<file path="src/rtl/lph_pkg.sv">
// Shared types and codes for the linear-probe hash map.
package lph_pkg;

  localparam int KEY_W  = 32;
  localparam int VAL_W  = 32;
  localparam int CNT_OUT_W = 7;
  localparam int CFG_W  = 7;
  localparam int PADDR_W = 3;
  localparam int PDATA_W = 32;

  // multiplicative hash constant
  localparam logic [31:0] HASH_MULT = 32'h9E37_79B1;

  localparam logic [CFG_W-1:0] MAX_OCC_RESET = 7'd47;

  // register index, taken from paddr[2]
  localparam logic REG_MAX_OCC = 1'b0;

  localparam logic [1:0] ACT_PUT    = 2'd0;
  localparam logic [1:0] ACT_GET    = 2'd1;
  localparam logic [1:0] ACT_REMOVE = 2'd2;
  localparam logic [1:0] ACT_CLEAR  = 2'd3;

  localparam logic [2:0] ST_FOUND     = 3'd0;
  localparam logic [2:0] ST_INSERTED  = 3'd1;
  localparam logic [2:0] ST_NOT_FOUND = 3'd2;
  localparam logic [2:0] ST_FULL      = 3'd3;
  localparam logic [2:0] ST_CLEARED   = 3'd4;

  typedef logic [1:0] mark_t;
  localparam mark_t MARK_EMPTY = 2'd0;
  localparam mark_t MARK_LIVE  = 2'd1;
  localparam mark_t MARK_TOMB  = 2'd2;

  typedef struct packed {
    logic [1:0]       action;
    logic [KEY_W-1:0] key;
    logic [VAL_W-1:0] value;
  } req_t;

  typedef struct packed {
    logic [2:0]           status;
    logic [VAL_W-1:0]     read_value;
    logic [CNT_OUT_W-1:0] live_count;
  } rsp_t;

  // slot store write controls
  typedef struct packed {
    logic             mark_en;
    mark_t            mark;
    logic             key_en;
    logic             value_en;
    logic [KEY_W-1:0] key;
    logic [VAL_W-1:0] value;
  } slot_wr_t;

endpackage

</file>
<file path="src/rtl/lph_slot_ram.sv">
// Slot store: mark, key and value arrays, one write port, one registered read port.
module lph_slot_ram import lph_pkg::*; #(
  parameter int DEPTH  = 64,
  parameter int ADDR_W = 6
) (
  input  logic              clk,
  input  logic              wr_en,
  input  logic [ADDR_W-1:0] wr_addr,
  input  slot_wr_t          wr,
  input  logic [ADDR_W-1:0] rd_addr,
  output mark_t             rd_mark,
  output logic [KEY_W-1:0]  rd_key,
  output logic [VAL_W-1:0]  rd_value
);

  mark_t            mark_mem  [DEPTH];
  logic [KEY_W-1:0] key_mem   [DEPTH];
  logic [VAL_W-1:0] value_mem [DEPTH];

  always_ff @(posedge clk) begin
    if (wr_en && wr.mark_en) begin
      mark_mem[wr_addr] <= wr.mark;
    end
    if (wr_en && wr.key_en) begin
      key_mem[wr_addr] <= wr.key;
    end
    if (wr_en && wr.value_en) begin
      value_mem[wr_addr] <= wr.value;
    end
  end

  always_ff @(posedge clk) begin
    rd_mark  <= mark_mem[rd_addr];
    rd_key   <= key_mem[rd_addr];
    rd_value <= value_mem[rd_addr];
  end

endmodule

</file>
<file path="config.mk">
export PLATFORM = sky130hd
export DESIGN_NAME = lph_slot_ram
export DESIGN_NICKNAME = d
export VERILOG_FILES = /design/src/rtl/lph_pkg.sv /design/src/rtl/lph_slot_ram.sv
export SDC_FILE = /design/constraint.sdc
export NUM_CORES = 2
export LEC_CHECK = 0
export ABC_CLOCK_PERIOD_IN_PS = 11120
export BUFFER_PORTS_ARGS = -buffer_cell sky130_fd_sc_hd__buf_2
export CORE_AREA = 10 10 559 561
export DETAILED_ROUTE_END_ITERATION = 8
export DIE_AREA = 0 0 569 571
export GPL_TIMING_DRIVEN = 0
export PLACE_DENSITY_LB_ADDON = 0.2
export SETUP_SLACK_MARGIN = 0.05
export SYNTH_ARGS = -nofsm -noshare
export SYNTH_HDL_FRONTEND = slang
export SYNTH_MEMORY_MAX_BITS = 65536
export SYNTH_SLANG_ARGS = --single-unit
</file>
<file path="constraint.sdc">
create_clock -name clk -period 11.12 [get_ports clk]
set_clock_uncertainty 0.05 [all_clocks]
set_input_delay 2.224 -clock clk [delete_from_list [all_inputs] [get_ports clk]]
set_output_delay 2.224 -clock clk [all_outputs]
set_load 0.02 [all_outputs]
</file>
# Word-level counts from Yosys, hierarchy flattened
# Memories as Yosys holds them, arrays and structs flattened. A register that Yosys moved wholly into a read port is not among the register bits.
# Cells that the tools add are included.
totals:
  mem_bits_rw: 4224
  memories: 3
  register_bits: 0
mem_list:
  columns: ["memory", "depth", "width", "read_ports", "rd_ports_with_merged_regs", "write_ports", "line", "rtl"]
  rows:
  - ["key_mem", 64, 32, 1, 1, 1, "lph_slot_ram.sv:17", "logic [KEY_W-1:0] key_mem [DEPTH];"]
  - ["value_mem", 64, 32, 1, 1, 1, "lph_slot_ram.sv:18", "logic [VAL_W-1:0] value_mem [DEPTH];"]
  - ["mark_mem", 64, 2, 1, 1, 1, "lph_slot_ram.sv:16", "mark_t mark_mem [DEPTH];"]
op_classes:
  muxes: 6
  n_reduce_logical: 3
ops:
  columns: ["cell", "count"]
  rows:
  - ["2-to-1 mux 1 bit", 6]
  - ["logical AND 1 bit", 3]

# Logic depth before layout (Yosys ltp)
logic_depth:
  depth_word: 3
  depth_mapped: 9
  depth_no_buf: 4

# Worst setup path before layout
# OpenSTA, ideal clock, no wires.
synth_path:
  path_type: "input to register"
  start: "in wr_addr[5]"
  end: "mem key_mem[36][0], enable pin"
  setup_ns: 0.421
  setup_slack_ns: 6.043
  t_required_ns: 10.649
  path_buffers: 3
  path_stages: 5
  arrival_time_ns: 4.606
  path_cell_list: "clkbuf_1 -> or3b_2 -> clkbuf_1 -> clkbuf_1 -> nor2_1"
synth_rtl:
  columns: ["item", "line", "rtl"]
  rows:
  - ["start: declaration", "lph_slot_ram.sv:8", "input logic [ADDR_W-1:0] wr_addr,"]
  - ["end: declaration", "lph_slot_ram.sv:17", null]
# Straight into the memory's write port.

==> out/qor_table.md <==
| Item | This run |
| --- | --- |
| Sw Share | 22.25% |
| Average wire length per cell after detail routing | 43.21 µm |
| CTS clk-pin slew, worst paths | 0.06 ns |
| Mean area per synthesized cell | 23.42 µm² |
| Count of nets left with antenna violations after detail routing | 0 |
| Number of hold violations in the final report | 0 |
| Internal Dissipation | 26.18 mW |
| Global-route wire length before repair | 695.2 mm |
| Initial core utilization | 53.60% |
| Width of the die | 569 µm |
| Standard cell area after detailed placement | 172000 µm² |
| Number of antenna violations at the first check in global routing | 37 |
| Peak VDD IR | 0.0001744 V |
| Worst skew pair latency | 0.98 ns |
| Storage element area | 128200 µm² |
| # hold bufs at CTS | 0 |
| Vias in the first global route | 81958 |
| FP Rows | 202 |
| Worst Path Arrival | 7.39 ns |
| Total net switching power | 7.491 mW |
| Critical path type | in2reg |
| Final min period | 6.623 ns |
| Placed instance count | 11196 |
| First drt pass iteration count | 8 |
| Fin area | 185400 µm² |
| Fin util | 61.50% |
| TritonCTS Buffers | 417 |
| Clock network fraction of design power | 41.4% |
| Std-Cell Core Area | 301500 µm² |
| Outcome | complete, but fails checks |
| Vias per cell | 7.041 |
| Share of the yosys chip area belonging to registers | 79.31% |
| Slew Viols, Final | 33 |
| Number of instances resized during post-cts repair | 0 |
| Number of buffers inserted by post-CTS setup repair | 0 |
| Static leakage | 57.52 nW |
| Clock tree from TritonCTS | built |
| Unrepaired setup endpoints after global routing | no |
| Ports placed on the boundary | 149 |
| Relative slew slack | -6.837% |
| Total chip power | 33.67 mW |
| Type of the worst min-delay path | reg2reg |
| Vias after detailed routing | 84417 |
| Number of max-capacitance violations reported | 3 |
| Max Fclk | 151.0 MHz |
| Slew at the pin closest to its max-slew limit | 1.603 ns |
| DRC marker count from the first detailed-route iteration | 14517 |
| Cell area after technology mapping | 161600 µm² |
| Part of the power in combinational logic | 5.5% |
| Area taken by multi-input logic gates | 32220 µm² |
| Die footprint | 324900 µm² |
| Clock sinks | 4290 |
| HPWL after detailed placement | 343.5 mm |
| Number of nets at the end of the flow | 7722 |
| Yosys cell types | 36 |
| Capturing element type of the critical path | register |
| Sum of overflow across all layers after global routing | 0 |
| Overall Global Routing Usage | 31.48% |
| CTS Buffer Depth | 4 |
| Setup total negative slack | 0 ns |
| Die Height | 571 µm |
| Cell count after synthesis | 6901 |
| Failing checks | max-capacitance violations, max-slew violations |
| Layout cells sized above 1 | 29.06% |
| Crit path launch type | input pin |
| Drt total wl | 518.0 mm |
| Count of non-filler cells in the finished layout | 11989 |
| Residual DRC | 0 |
| Library cell used as clock root buffer | sky130_fd_sc_hd__clkbuf_16 |
| Share of the clock period used by the worst path | 59.56% |
| Number of input and output port buffers inserted | 141 |
| Flip-flop and latch count after synthesis | 4290 |
| Number of filler cells placed in the layout | 20175 |
| Yosys Warn Count | 0 |
| Weighted congestion at the end of routability-driven global placement | 0.9142 |
| Total power per unit cell area | 181.6 nW/µm² |
| Flop pwr share | 53.1% |
| Total setup violations reported at the end of the flow | 0 |
| Required time at the endpoint of the critical path | 11.89 ns |
| Maximum number of pins on one net before global-route repair | 65 |
| Mapped Nets | 6984 |
| Area growth from synthesis to final layout | 14.74% |
| H-Tree Level Count | 5 |
| Largest fanout on the critical path | 10 |
[power by group through the flow]
| stage | sequential [mW] | combinational, mW | clock, mW |
|---|---|---|---|
| CTS | 17.9 | 1.81 | 14.0 |
| finish | 17.9 | 1.85 | 13.9 |
| global route | 17.9 | 1.89 | 14.6 |
| global placement | 18.2 | 1.74 | 0 |
| detailed placement | 18.2 | 1.80 | 0 |
| floorplan | 18.3 | 0.818 | 0 |
[cell usage after synthesis]
library cell,count,share of area (%)
sky130_fd_sc_hd__mux2_2,3,0.021
sky130_fd_sc_hd__a211oi_1,34,0.16
sky130_fd_sc_hd__a221oi_1,3,0.016
sky130_fd_sc_hd__mux4_2,1054,15
sky130_fd_sc_hd__buf_2,120,0.37
sky130_fd_sc_hd__or3_1,3,0.012
sky130_fd_sc_hd__buf_4,42,0.20
sky130_fd_sc_hd__clkbuf_2,1,0.0031
sky130_fd_sc_hd__and3_1,2,0.0077
sky130_fd_sc_hd__nor3_1,1,0.0031
sky130_fd_sc_hd__edfxtp_1,4224,78
sky130_fd_sc_hd__dfxtp_1,66,0.82
sky130_fd_sc_hd__clkbuf_1,168,0.39
sky130_fd_sc_hd__and2_0,1,0.0039
sky130_fd_sc_hd__or3b_2,8,0.043
sky130_fd_sc_hd__o22ai_1,81,0.31
sky130_fd_sc_hd__nand2_1,36,0.084
sky130_fd_sc_hd__or2_2,5,0.019
sky130_fd_sc_hd__buf_1,30,0.070
sky130_fd_sc_hd__inv_1,1,0.0023
sky130_fd_sc_hd__mux2_4,1,0.0093
sky130_fd_sc_hd__nand3_1,133,0.41
sky130_fd_sc_hd__o211a_1,66,0.41
sky130_fd_sc_hd__a21oi_1,49,0.15
sky130_fd_sc_hd__and3b_1,1,0.0054
sky130_fd_sc_hd__nand2b_1,9,0.035
sky130_fd_sc_hd__nand3b_1,6,0.028
sky130_fd_sc_hd__nor2b_1,6,0.023
sky130_fd_sc_hd__a22oi_1,264,1.2
sky130_fd_sc_hd__a221oi_2,1,0.0093
sky130_fd_sc_hd__nor2_1,244,0.57
sky130_fd_sc_hd__mux2i_1,85,0.53
sky130_fd_sc_hd__and2_1,7,0.027
sky130_fd_sc_hd__nor3b_1,2,0.0093
sky130_fd_sc_hd__buf_6,48,0.33
sky130_fd_sc_hd__o221ai_1,96,0.52
[cell usage in the layout (no fill, tap or decap), types with 32 or more instances in the layout]
| master | instances |
|---|---|
| sky130_fd_sc_hd__edfxtp_1 | 4224 |
| sky130_fd_sc_hd__mux4_2 | 1054 |
| sky130_fd_sc_hd__clkbuf_16 | 421 |
| sky130_fd_sc_hd__a22oi_1 | 264 |
| sky130_fd_sc_hd__buf_2 | 259 |
| sky130_fd_sc_hd__clkbuf_1 | 247 |
| sky130_fd_sc_hd__buf_12 | 141 |
| sky130_fd_sc_hd__nand3_1 | 133 |
| sky130_fd_sc_hd__nor2_4 | 127 |
| sky130_fd_sc_hd__nor2_1 | 116 |
| sky130_fd_sc_hd__clkinv_1 | 104 |
| sky130_fd_sc_hd__o221ai_1 | 96 |
| sky130_fd_sc_hd__mux2i_1 | 85 |
| sky130_fd_sc_hd__o22ai_1 | 81 |
| sky130_fd_sc_hd__clkinv_2 | 72 |
| sky130_fd_sc_hd__o211a_1 | 66 |
| sky130_fd_sc_hd__dfxtp_1 | 66 |
| sky130_fd_sc_hd__a21oi_1 | 49 |
| sky130_fd_sc_hd__buf_6 | 48 |
| sky130_fd_sc_hd__buf_4 | 48 |
| sky130_fd_sc_hd__nand2_1 | 36 |
| sky130_fd_sc_hd__bufinv_16 | 33 |
| sky130_fd_sc_hd__buf_16 | 32 |
[sequential cells by signal, indices dropped and copies added (netlist names)]
| signal | count |
|---|---|
| rd_value | 32 |
| mark_mem | 128 |
| key_mem | 2048 |
| rd_mark | 2 |
| rd_key | 32 |
| value_mem | 2048 |
[routing by layer]
metal | part of all wire, % | GRT usage [%] | up-vias
li1 | - | - | 31300
met1 | 35 | 42.02 | 44834
met2 | 44 | 46.20 | 6916
met3 | 14 | 9.953 | 1351
met4 | 7.4 | 18.13 | 16
met5 | 0.048 | 0.3485 | -
[kinds of logic after synthesis]
| kind of cell | after synthesis | share of synthesized area (%) |
|---|---|---|
| flops | 4290 | 79.31 |
| mux | 1143 | 15.25 |
| compound gates | 594 | 2.804 |
| simple gates | 464 | 1.279 |
| buf+inv | 410 | 1.366 |
[area by class of cell]
type | instances | area share [%]
clock inverters | 253 | 1.296
flip-flops and latches | 4290 | 69.11
clock buffers | 511 | 5.874
inverters | 1 | 0.002024
diodes | 27 | 0.03644
well taps | 3978 | 2.684
repair buffers | 319 | 2.421
multi-input cells | 2201 | 17.38
plain buffers | 409 | 1.197
[worst paths after layout]
path	from	endpoint	slack, ns	depth (start not counted)
worst max-delay path	rd_addr[5]	rd_mark[1]	4.50	7
worst min-delay path	value_mem[39][14]	rd_value[14]	0.81	4
worst max register to register	key_mem[19][29]	rd_key[29]	8.49	4
worst min register to register	value_mem[39][14]	rd_value[14]	0.81	4
[critical path: stages]
cell,delay (ns)
sky130_fd_sc_hd__buf_2,0.22
sky130_fd_sc_hd__clkbuf_1,0.44
sky130_fd_sc_hd__nor2b_1,1.06
sky130_fd_sc_hd__clkbuf_1,1.24
sky130_fd_sc_hd__clkbuf_1,1.12
sky130_fd_sc_hd__nand3_1,0.61
sky130_fd_sc_hd__o211a_1,0.45
[per-stage QoR]
stage	hold slack, ns	worst slack [ns]
final	0.8087	4.497
after global routing	0.8273	4.879
after CTS	0.7923	5.337
after detailed placement	0.8054	4.351
after global placement	0.7964	2.709
after floorplan	0.7332	6.043
(Power assumes the default switching activity.)
