--- config.mk ---
export PLATFORM = sky130hd
export DESIGN_NAME = lph_hash
export DESIGN_NICKNAME = d
export VERILOG_FILES = /design/src/rtl/lph_pkg.sv /design/src/rtl/lph_hash.sv
export SDC_FILE = /design/constraint.sdc
export NUM_CORES = 1
export LEC_CHECK = 0
export BUFFER_PORTS_ARGS = -buffer_cell sky130_fd_sc_hd__buf_2
export CAP_MARGIN = 40
export CORE_UTILIZATION = 55
export DETAILED_ROUTE_END_ITERATION = 7
export GPL_TIMING_DRIVEN = 0
export PLACE_DENSITY = 0.78
export SETUP_SLACK_MARGIN = 0.5
export SLEW_MARGIN = 20
export SYNTH_ARGS = -nofsm -noshare
export SYNTH_HDL_FRONTEND = slang
export SYNTH_SLANG_ARGS = --single-unit
--- constraint.sdc ---
create_clock -name clk -period 6.9 [get_ports clk]
set_input_delay 1.035 -clock clk [delete_from_list [all_inputs] [get_ports clk]]
set_output_delay 1.035 -clock clk [all_outputs]
set_load 0.1 [all_outputs]
--- src/rtl/lph_pkg.sv ---
// Shared types and codes for the linear-probe hash map.
package lph_pkg;

  localparam int KEY_W  = 32;
  localparam int VAL_W  = 32;
  localparam int CNT_OUT_W = 7;
  localparam int CFG_W  = 7;
  localparam int PADDR_W = 3;
  localparam int PDATA_W = 32;

  // multiplicative hash constant
  localparam logic [31:0] HASH_MULT = 32'h9E37_79B1;

  localparam logic [CFG_W-1:0] MAX_OCC_RESET = 7'd47;

  // register index, taken from paddr[2]
  localparam logic REG_MAX_OCC = 1'b0;

  localparam logic [1:0] ACT_PUT    = 2'd0;
  localparam logic [1:0] ACT_GET    = 2'd1;
  localparam logic [1:0] ACT_REMOVE = 2'd2;
  localparam logic [1:0] ACT_CLEAR  = 2'd3;

  localparam logic [2:0] ST_FOUND     = 3'd0;
  localparam logic [2:0] ST_INSERTED  = 3'd1;
  localparam logic [2:0] ST_NOT_FOUND = 3'd2;
  localparam logic [2:0] ST_FULL      = 3'd3;
  localparam logic [2:0] ST_CLEARED   = 3'd4;

  typedef logic [1:0] mark_t;
  localparam mark_t MARK_EMPTY = 2'd0;
  localparam mark_t MARK_LIVE  = 2'd1;
  localparam mark_t MARK_TOMB  = 2'd2;

  typedef struct packed {
    logic [1:0]       action;
    logic [KEY_W-1:0] key;
    logic [VAL_W-1:0] value;
  } req_t;

  typedef struct packed {
    logic [2:0]           status;
    logic [VAL_W-1:0]     read_value;
    logic [CNT_OUT_W-1:0] live_count;
  } rsp_t;

  // slot store write controls
  typedef struct packed {
    logic             mark_en;
    mark_t            mark;
    logic             key_en;
    logic             value_en;
    logic [KEY_W-1:0] key;
    logic [VAL_W-1:0] value;
  } slot_wr_t;

endpackage

--- src/rtl/lph_hash.sv ---
// Registered multiplicative hash: home slot from the top bits of key * constant.
module lph_hash import lph_pkg::*; #(
  parameter int IDX_W = 6
) (
  input  logic             clk,
  input  logic [KEY_W-1:0] key,
  output logic [IDX_W-1:0] home
);

  logic [31:0] prod;

  // low 32 bits of the product only
  assign prod = key * HASH_MULT;

  always_ff @(posedge clk) begin
    home <= prod[31 -: IDX_W];
  end

endmodule

Yosys cells after proc, flatten, opt, wreduce, memory -nomap -nowiden --
Index checks and enable logic that the tools add are counted.
Storage, ports and cells: register bits 6, input bits 33, output and inout port bits 6
Cells by class: multiply operators 1
Operators with widths (count):
- 32-bit by 32-bit multiplier with 32-bit output (second input constant) | 1

Depth between registers and ports, before layout --
Gate-level depths: netlist of run 1.
word-level depth 1, gate-level depth with buffers 24, gate-level depth less buffers 24

Worst setup path after synthesis of run 1 --
Ideal clock, no wire load.
kind input to register, start input port key[4], end register home[3], arrival time 6530 ps, setup slack 274 ps, stages on the path 23, buffers on the path 0, cells stage by stage inv_1 -> fa_1 -> inv_1 -> fa_1 -> fa_1 -> inv_1 -> fa_1 -> inv_1 -> fa_1 -> inv_1 -> fa_1 -> inv_1 -> fa_1 -> inv_1 -> fa_1 -> inv_1 -> ha_1 -> and3_1 -> nand3_1 -> a211oi_2 -> o21ai_2 -> or4_1 -> o311ai_1
On the way: word-level cells in the longest chain between the ends 1
RTL lines:
- start, declared | RTL line lph_hash.sv:6 | input logic [KEY_W-1:0] key,
- 32-bit by 32-bit multiplier with 32-bit output | RTL line lph_hash.sv:13 | assign prod = key * HASH_MULT;
- net prod[29] | RTL line lph_hash.sv:10 | logic [31:0] prod;
- end signal, assigned | RTL line lph_hash.sv:16 | home <= prod[31 -: IDX_W];
- end, declared | RTL line lph_hash.sv:7 | output logic [IDX_W-1:0] home
The timed path passes the listed nets, and every way through them passes these cells.

Final worst setup path of run 1 --
start input port key[12], end register home[3]
The elaborated chain is that of the path after synthesis.

==> results.txt, run 1 <==
Among all flip-flop cells after synthesis, the most frequent one is dfxtp_1. In the final layout, the registers with the most flip-flops are home x6. Dividing the detail-routed via count by the number of cells gives 5.210. The critical path is of the in -> reg type.

The final net count came out at 1,314. The maximum root-to-sink buffer count is 2. The root buffer cell chosen for the clock tree is clkbuf_16.

The share of the yosys chip area belonging to registers is 0.01408. Derived from the worst setup path, the maximum achievable clock frequency is 147.3 MHz. The number of port buffers came out at 38. Buffers inserted during clock tree synthesis total 3. By instance count, the leading cell after synthesis is inv_1. The worst setup path is captured at a flip-flop. The fraction of the mapped netlist area in adder cells came out at 0.7460. Across the run, the number of max-cap violations was 0. TritonCTS built the clock tree. The arrival time reported for the critical path endpoint is 6.92 ns. The number of enable flip-flop cells after synthesis came out at 0. The cell row count came out at 45.

Yosys printed 0 warnings. The area of the placeable core is 0.01515 sq mm. Counting instances, the worst hold path has a depth of 5. The initial antenna violation count was 0.

The repair_antennas step left the layout with diodes totalling 0. The share of the synthesized area in compound gates (AO/OA/AOI/OAI) came out at 0.03754. Setup repair after global routing could not meet its margin everywhere. The register with the most flip-flops in the final layout is home. The full die area came out at 0.01602 sq mm. The portion of synthesized area spent on multiplexers is 0. The final standard cell area without fillers came out at 0.009676 sq mm. The largest net degree at the start of global routing is 13. Counting distinct cell types in the post-synthesis netlist gives 34. The final count of pins violating max slew is 0.

The largest family of logic cells by synthesized area is adder cells. Counting flops and latches in the post-synthesis netlist gives 6. The data required time of the critical path is 7.03 ns. During I/O placement, the number of pins put on the boundary was 39. The number of detailed-routing iterations run before antenna repair is 4. The effective utilization at floorplan is 0.5634. The placed wire-length estimate after detailed placement is 16.63 mm. The total overflow reported by the global router came out at 0. The mean routed wirelength per cell came out at 17.98 microns. The maximum fanout count along the critical path is 7.

The run finished with clean final reports. The number of hold violations in the final report was 0. Once detail routing completed, the nets flagged for antenna violations numbered 0.

The flip-flop count of the largest register after layout came out at 6. The wire length of the first global-routing pass came out at 31.95 mm. At the pin with the least slew margin, the transition time is 0.4830 ns. For this block, the initial DRC count from the detailed router was 251. The total number of vias came out at 5,627. The worst setup path is launched from an input port. Of the total synthesized cell area, the portion taken by XOR and XNOR cells is 0.04311.

The worst hold path startpoint is key[29]. The class of the tightest hold or removal check is in -> reg. After filler insertion, the fill cell instance count of the layout stands at 1,166. The number of nets in the synthesized netlist is 1,249. In the final layout, the share of cells above drive strength 1 is 0.1480.

The number of H-tree levels came out at 1. The async set-reset flop share out of synthesis is 0. The worst slew slack as a fraction of its limit came out at 0.6802. The simple-gate share of the synthesized area is 0.01144. The number of design rule violations left after detail routing came out at 0. The synthesized design spends more area on one cell type than any other, namely fa_1. The post-synthesis average cell area came out at 10.29 sq um. The floorplan step set the die height to 126.6 microns. For hold timing, the worst endpoint is home[4]$_DFF_P_.

In the finished design, the share of the clock period the worst path needs comes to 0.9837. Routability-driven placement finished with a final weighted congestion of 0.9958. The post-synthesis instance area came out at 0.008533 sq mm. The total wire length came out at 19.42 mm. In this run the cell area measured after placement is 0.009001 sq mm. The share of synthesized area in the top cell type comes to 0.4762.

Sorting the synthesized cells by area gives the leading types as fa_1, ha_1, inv_1. Clock-pin slew was measured on the worst setup and hold paths at 0.04 ns. The via count of the first global-routing pass is 6,472. Sorting the synthesized cells by how often they occur yields inv_1, fa_1, ha_1. The die boundary width came out at 126.6 microns.

The global-route usage over all layers is 0.2668. The final critical-path required period is 6.788 ns. The number of hold buffers added after CTS was 0. The synthesis-to-finish area growth came out at 13.39%. Clock tree synthesis found a total of 6 sinks. The setup-violating endpoint count in the final report is 0. The synthesized instance count is 829.
worst max-delay path: stages:
cell	delay, ns
buf_12	0.11
clkinvlp_4	0.17
buf_6	0.16
fa_1	0.52
fa_1	0.44
fa_2	0.57
inv_2	0.04
fa_2	0.34
fa_1	0.52
fa_1	0.43
fa_1	0.49
inv_1	0.05
fa_1	0.49
inv_2	0.05
ha_4	0.22
a211oi_2	0.23
nand2_2	0.08
a211oi_2	0.18
o21ai_2	0.10
o21ai_4	0.25
buf_6	0.15
nor2_2	0.03
o311ai_2	0.24
layer usage:
| layer | part of all wire | wire length [microns] | track usage |
|---|---|---|---|
| met5 | 0 | 0 | 0 |
| met4 | 0.030 | 585 | 0.07229 |
| met3 | 0.057 | 1098 | 0.04091 |
| met2 | 0.51 | 9988 | 0.4859 |
| met1 | 0.40 | 7743 | 0.3294 |
through the flow:
stage,TNS [ns],cells,hold slack [ns],worst slack [ns],util
6_report,0,1080,1.581,0.1123,0.6388
3_3_place_gp,-2.383,1055,1.585,-0.4590,0.5943
3_5_place_dp,-2.389,1055,1.585,-0.4474,0.5943
2_1_floorplan,0,829,1.601,0.3624,-
4_1_cts,0,1078,1.571,0.1255,0.6268
5_1_grt,-0.1171,1080,1.599,-0.06404,0.6388
worst max path at each step:
stage,startpoint,end,slack [ns]
after floorplan,key[4],home[3]$_DFF_P_,0.36
after global placement,key[13],home[5]$_DFF_P_,-0.46
after detailed placement,key[4],home[0]$_DFF_P_,-0.45
after CTS,key[14],home[4]$_DFF_P_,0.13
after global routing,key[12],home[3]$_DFF_P_,-0.06
final,key[12],home[3]$_DFF_P_,0.11
repair_timing:
action / 4_1_cts / 5_1_grt
resized for setup: 74 / 35
setup endpoints to repair: 6 / 6
gates cloned: 0 / 0
pin swaps: 32 / 25
buffers inserted: 20 / 2
layout make-up:
| type | instances | area, sq um | share of cell area |
|---|---|---|---|
| multi-input combinational | 487 | 7443 | 0.7693 |
| inverter | 336 | 1286 | 0.1329 |
| timing repair buffer | 60 | 515.5 | 0.05328 |
| tap | 188 | 235.2 | 0.02431 |
| sequential | 6 | 120.1 | 0.01241 |
| clock buffer | 3 | 75.07 | 0.007759 |
layout by cell type, fill, tap and decap left out, types with 3 or more instances in the layout:
master	netlist	layout
inv_1	336	313
fa_1	203	192
ha_1	184	175
xnor2_1	36	34
buf_2	0	22
buf_4	0	21
inv_2	0	16
fa_2	0	11
ha_4	0	8
buf_6	0	8
a21o_1	7	7
clkinvlp_4	0	6
xor2_1	6	6
dfxtp_1	6	6
buf_12	0	6
nor2_1	6	4
o21a_1	4	4
a21oi_1	6	4
a211oi_2	1	3
nand3_1	5	3
a2111oi_4	1	3
clkbuf_16	0	3
cell families (layout without fill, tap and decap cells):
logic type | Yosys count | after routing
adders and majority gates | 387 | 387
buffers and inverters | 336 | 399
xor gates and xnor gates | 42 | 42
AOI/OAI and AO/OA | 38 | 38
and+or+nand+nor | 20 | 20
DFF | 6 | 6
Power of run 1 is left out: the tool's default activity adds up to more than one toggle a clock period on the data nets, which glitch-free logic cannot reach.
==> inputs of run 2 (changes only) <==
Settings changed: ABC_AREA from default to 1, CELL_PAD_IN_SITES_DETAIL_PLACEMENT from default to 1, CELL_PAD_IN_SITES_GLOBAL_PLACEMENT from default to 1, CORE_UTILIZATION 55 to 46, PLACE_DENSITY 0.78 to 0.83, SKIP_CTS_REPAIR_TIMING from default to 1.
==> run 2 against run 1 <==
  * Via count is 25% higher
  * Critical path depth grew 2
  * Final cell count up 27%
  * Flip-flop and latch count is the same
  * Worst setup slack better by 0.071 ns
  * Non-clock buffer count is 7 higher
  * Hold slack improved by 0.10 ns
  * Synthesized cell count grew 26%
  * Fmax up 1.1%
  * Critical endpoint is now home[5]$_DFF_P_
  * Largest cell class unchanged
==> results.txt, run 2 <==
RSZ-0062 raised after global routing: true (unchanged). The post-synthesis average cell area was 8.826 sq um (was 10.29 sq um). The largest net degree at the start of global routing is 14 (was 13). The total nets after synthesis is 1,461 (was 1,249).

The die boundary width is 143.3 microns (was 126.6 microns). The delay of the slowest cell on the worst path came out at 0.56 ns (was 0.57 ns). The CTS tree is yes (unchanged). The clock edge transition at the registers on the reported setup and hold paths came out at 0.04 ns (about the same). The global-route usage over all layers was 0.2808 (was 0.2668). The fraction of layout cells with a size suffix above 1 came out at 0.1809 (was 0.1480). The worst hold path depth came out at 5 (unchanged). The number of top-level design ports came out at 39 (unchanged).

The number of sinks on the clock net was 6 (unchanged). The register with the highest flop count was home (unchanged). The warning count from the yosys run was 0 (unchanged). The class of the tightest hold or removal check is in -> reg (unchanged). The number of buffers created by CTS came out at 3 (unchanged).

Leading registers by flop count: home x6 (unchanged). The top-area cell type share of the netlist area came to 0.4423 (was 0.4762). The number of H-tree levels is 1 (unchanged). The routability congestion estimate from global placement is 0.9080 (was 0.9958). The most frequent cell on the critical path is fa_1 (unchanged). The total number of vias is 7,017 (was 5,627). The die height came out at 143.3 microns (was 126.6 microns). The worst hold path endpoint is home[2]$_DFF_P_ (was home[4]$_DFF_P_).

The setup-violating endpoint count in the final report came out at 0 (unchanged). Top library cells by usage in the layout, fill and taps aside: inv_1, fa_1, ha_1 (unchanged). The library cell with the highest instance count after synthesis is inv_1 (unchanged). The worst hold path startpoint is key[26] (was key[29]).

The CTS root buffer is clkbuf_16 (unchanged). The number of enable flip-flop cells after synthesis came out at 0 (unchanged). The kind of capture point of the worst setup path is a flip-flop (unchanged). The total wire length came out at 29.16 mm (was 19.42 mm). The main flop type after synthesis is dfxtp_1 (unchanged). The kind of start point of the critical path is an input port (unchanged). The data required time of the critical path is 7.07 ns (was 7.03 ns). The distinct cell type count after synthesis is 28 (was 34).

The transition time of the tightest slew-check pin came out at 0.4883 ns (was 0.4830 ns). The master of the slowest instance on the critical path was fa_1 (was fa_2). The DRC marker count from the first detailed-route iteration is 261 (was 251). The count of antenna diodes in the layout is 0 (unchanged). The final standard cell area without fillers came out at 0.01063 sq mm (was 0.009676 sq mm). Leading post-synthesis cells by cell area: fa_1, ha_1, inv_1 (unchanged).

The flip-flop count of the largest register after layout came out at 6 (unchanged). The via count of the first global-routing pass is 8,193 (was 6,472). The number of design rule violations left after detail routing came out at 0 (unchanged).

The maximum fanout count along the critical path is 7 (unchanged). The average via count per standard cell came out at 5.100 (was 5.210). The total placed instance area came out at 0.009726 sq mm (was 0.009001 sq mm). The area of the placeable core came to 0.01953 sq mm (was 0.01515 sq mm). The worst slew slack as a fraction of its limit was 0.6745 (was 0.6802). The cell row count came out at 51 (was 45).

The number of detailed-routing iterations run before antenna repair is 4 (unchanged). The arrival time reported for the critical path endpoint came out at 6.89 ns (was 6.92 ns). The placed wire-length estimate after detailed placement came out at 24.26 mm (was 16.63 mm). The wire length of the first global-routing pass was 42.39 mm (was 31.95 mm).

The async set-reset flop share out of synthesis came out at 0 (unchanged). The final count of pins violating max slew came out at 0 (unchanged). The number of hold violations in the final report came to 0 (unchanged). The maximum root-to-sink buffer count came out at 2 (unchanged). The initial antenna violation count is 0 (unchanged). The max-cap check violation count came to 0 (unchanged). Commonest cells in the synthesized netlist: inv_1, fa_1, ha_1 (unchanged). The library cell with the largest summed area after synthesis is fa_1 (unchanged).

The mean routed wirelength per cell came out at 21.19 microns (was 17.98 microns). The number of buffers and inverters on the critical path came out at 8 (was 7). The final net count was 1,533 (was 1,314). The number of port buffers is 38 (unchanged).

The post-synthesis instance area was 0.009188 sq mm (was 0.008533 sq mm). Outcome: complete, no violations (unchanged). The period utilization came out at 0.9734 (was 0.9837). The final antenna-violating net count is 0 (unchanged). The most common cell after layout, fill and taps aside is inv_1 (unchanged). The top cell family by delay on the critical path is adder cells (unchanged). The effective utilization at floorplan came out at 0.4705 (was 0.5634). The highest attainable clock frequency came to 148.9 MHz (was 147.3 MHz). The synthesis-to-finish area growth came to 15.74% (was 13.39%). The full die area came to 0.02054 sq mm (was 0.01602 sq mm). The total overflow reported by the global router came out at 0 (unchanged). The register bit total from synthesis is 6 (unchanged). The synthesized instance count is 1,041 (was 829). The final critical-path required period is 6.717 ns (was 6.788 ns). The critical setup path kind was in -> reg (unchanged). The share of the yosys chip area belonging to registers was 0.01307 (was 0.01408).
## run 2: cell count changes after synthesis, moves of 5 or more
cell / before / now
inv_2: 0 / 6
xnor2_1: 36 / 5
nand3_1: 5 / 24
nand2_2: 0 / 9
nor3_1: 0 / 5
nand2_1: 3 / 110
o21ai_0: 2 / 12
a21oi_1: 6 / 23
nor2_1: 6 / 29
inv_1: 336 / 387
## run 2: cell families after synthesis
kind of cell	after synthesis	synth area share
and+or+nand+nor	193	0.09233
AOI/OAI and AO/OA	52	0.03159
buffers and inverters	393	0.1606
adders and majority gates	387	0.6929
DFF	6	0.01307
xor gates and xnor gates	10	0.009532
## run 2: per-layer routing
layer	vias up	track usage	wire, microns
met2	174	0.5474	16210
met4	0	0.09295	1222
li1	3164	-	-
met5	-	0	0
met1	3607	0.3256	10650
met3	72	0.01500	1073
## run 2: how the worst max path moves through the flow
stage	from	to	slack [ns]	cells after the start
finish	key[13]	home[5]$_DFF_P_	0.18	25
global route	key[14]	home[5]$_DFF_P_	-0.04	25
CTS	key[17]	home[5]$_DFF_P_	-0.33	26
detailed placement	key[4]	home[5]$_DFF_P_	-0.55	26
global placement	key[17]	home[5]$_DFF_P_	-0.43	26
floorplan	key[13]	home[5]$_DFF_P_	0.54	26
## run 2: final cells by class
cell class	count	area, sq um
fill	2299	8892
clock buffer	3	75.07
tap	265	331.6
timing repair buffer	67	546.8
sequential	6	120.1
multi-input combinational	642	8045
inverter	393	1515
## run 2: metrics by stage
step	cells	hold slack [ns]	setup WS [ns]	setup TNS [ns]	utilization
2_1_floorplan	1041	1.517	0.5382	0	-
4_1_cts	1347	1.657	-0.3256	-0.9375	0.5019
3_3_place_gp	1344	1.586	-0.4291	-1.425	0.4981
5_1_grt	1376	1.721	-0.04147	-0.04147	0.5446
3_5_place_dp	1344	1.586	-0.5461	-2.207	0.4981
6_report	1376	1.683	0.1835	0	0.5446
Power of run 2 is left out for the same reason.
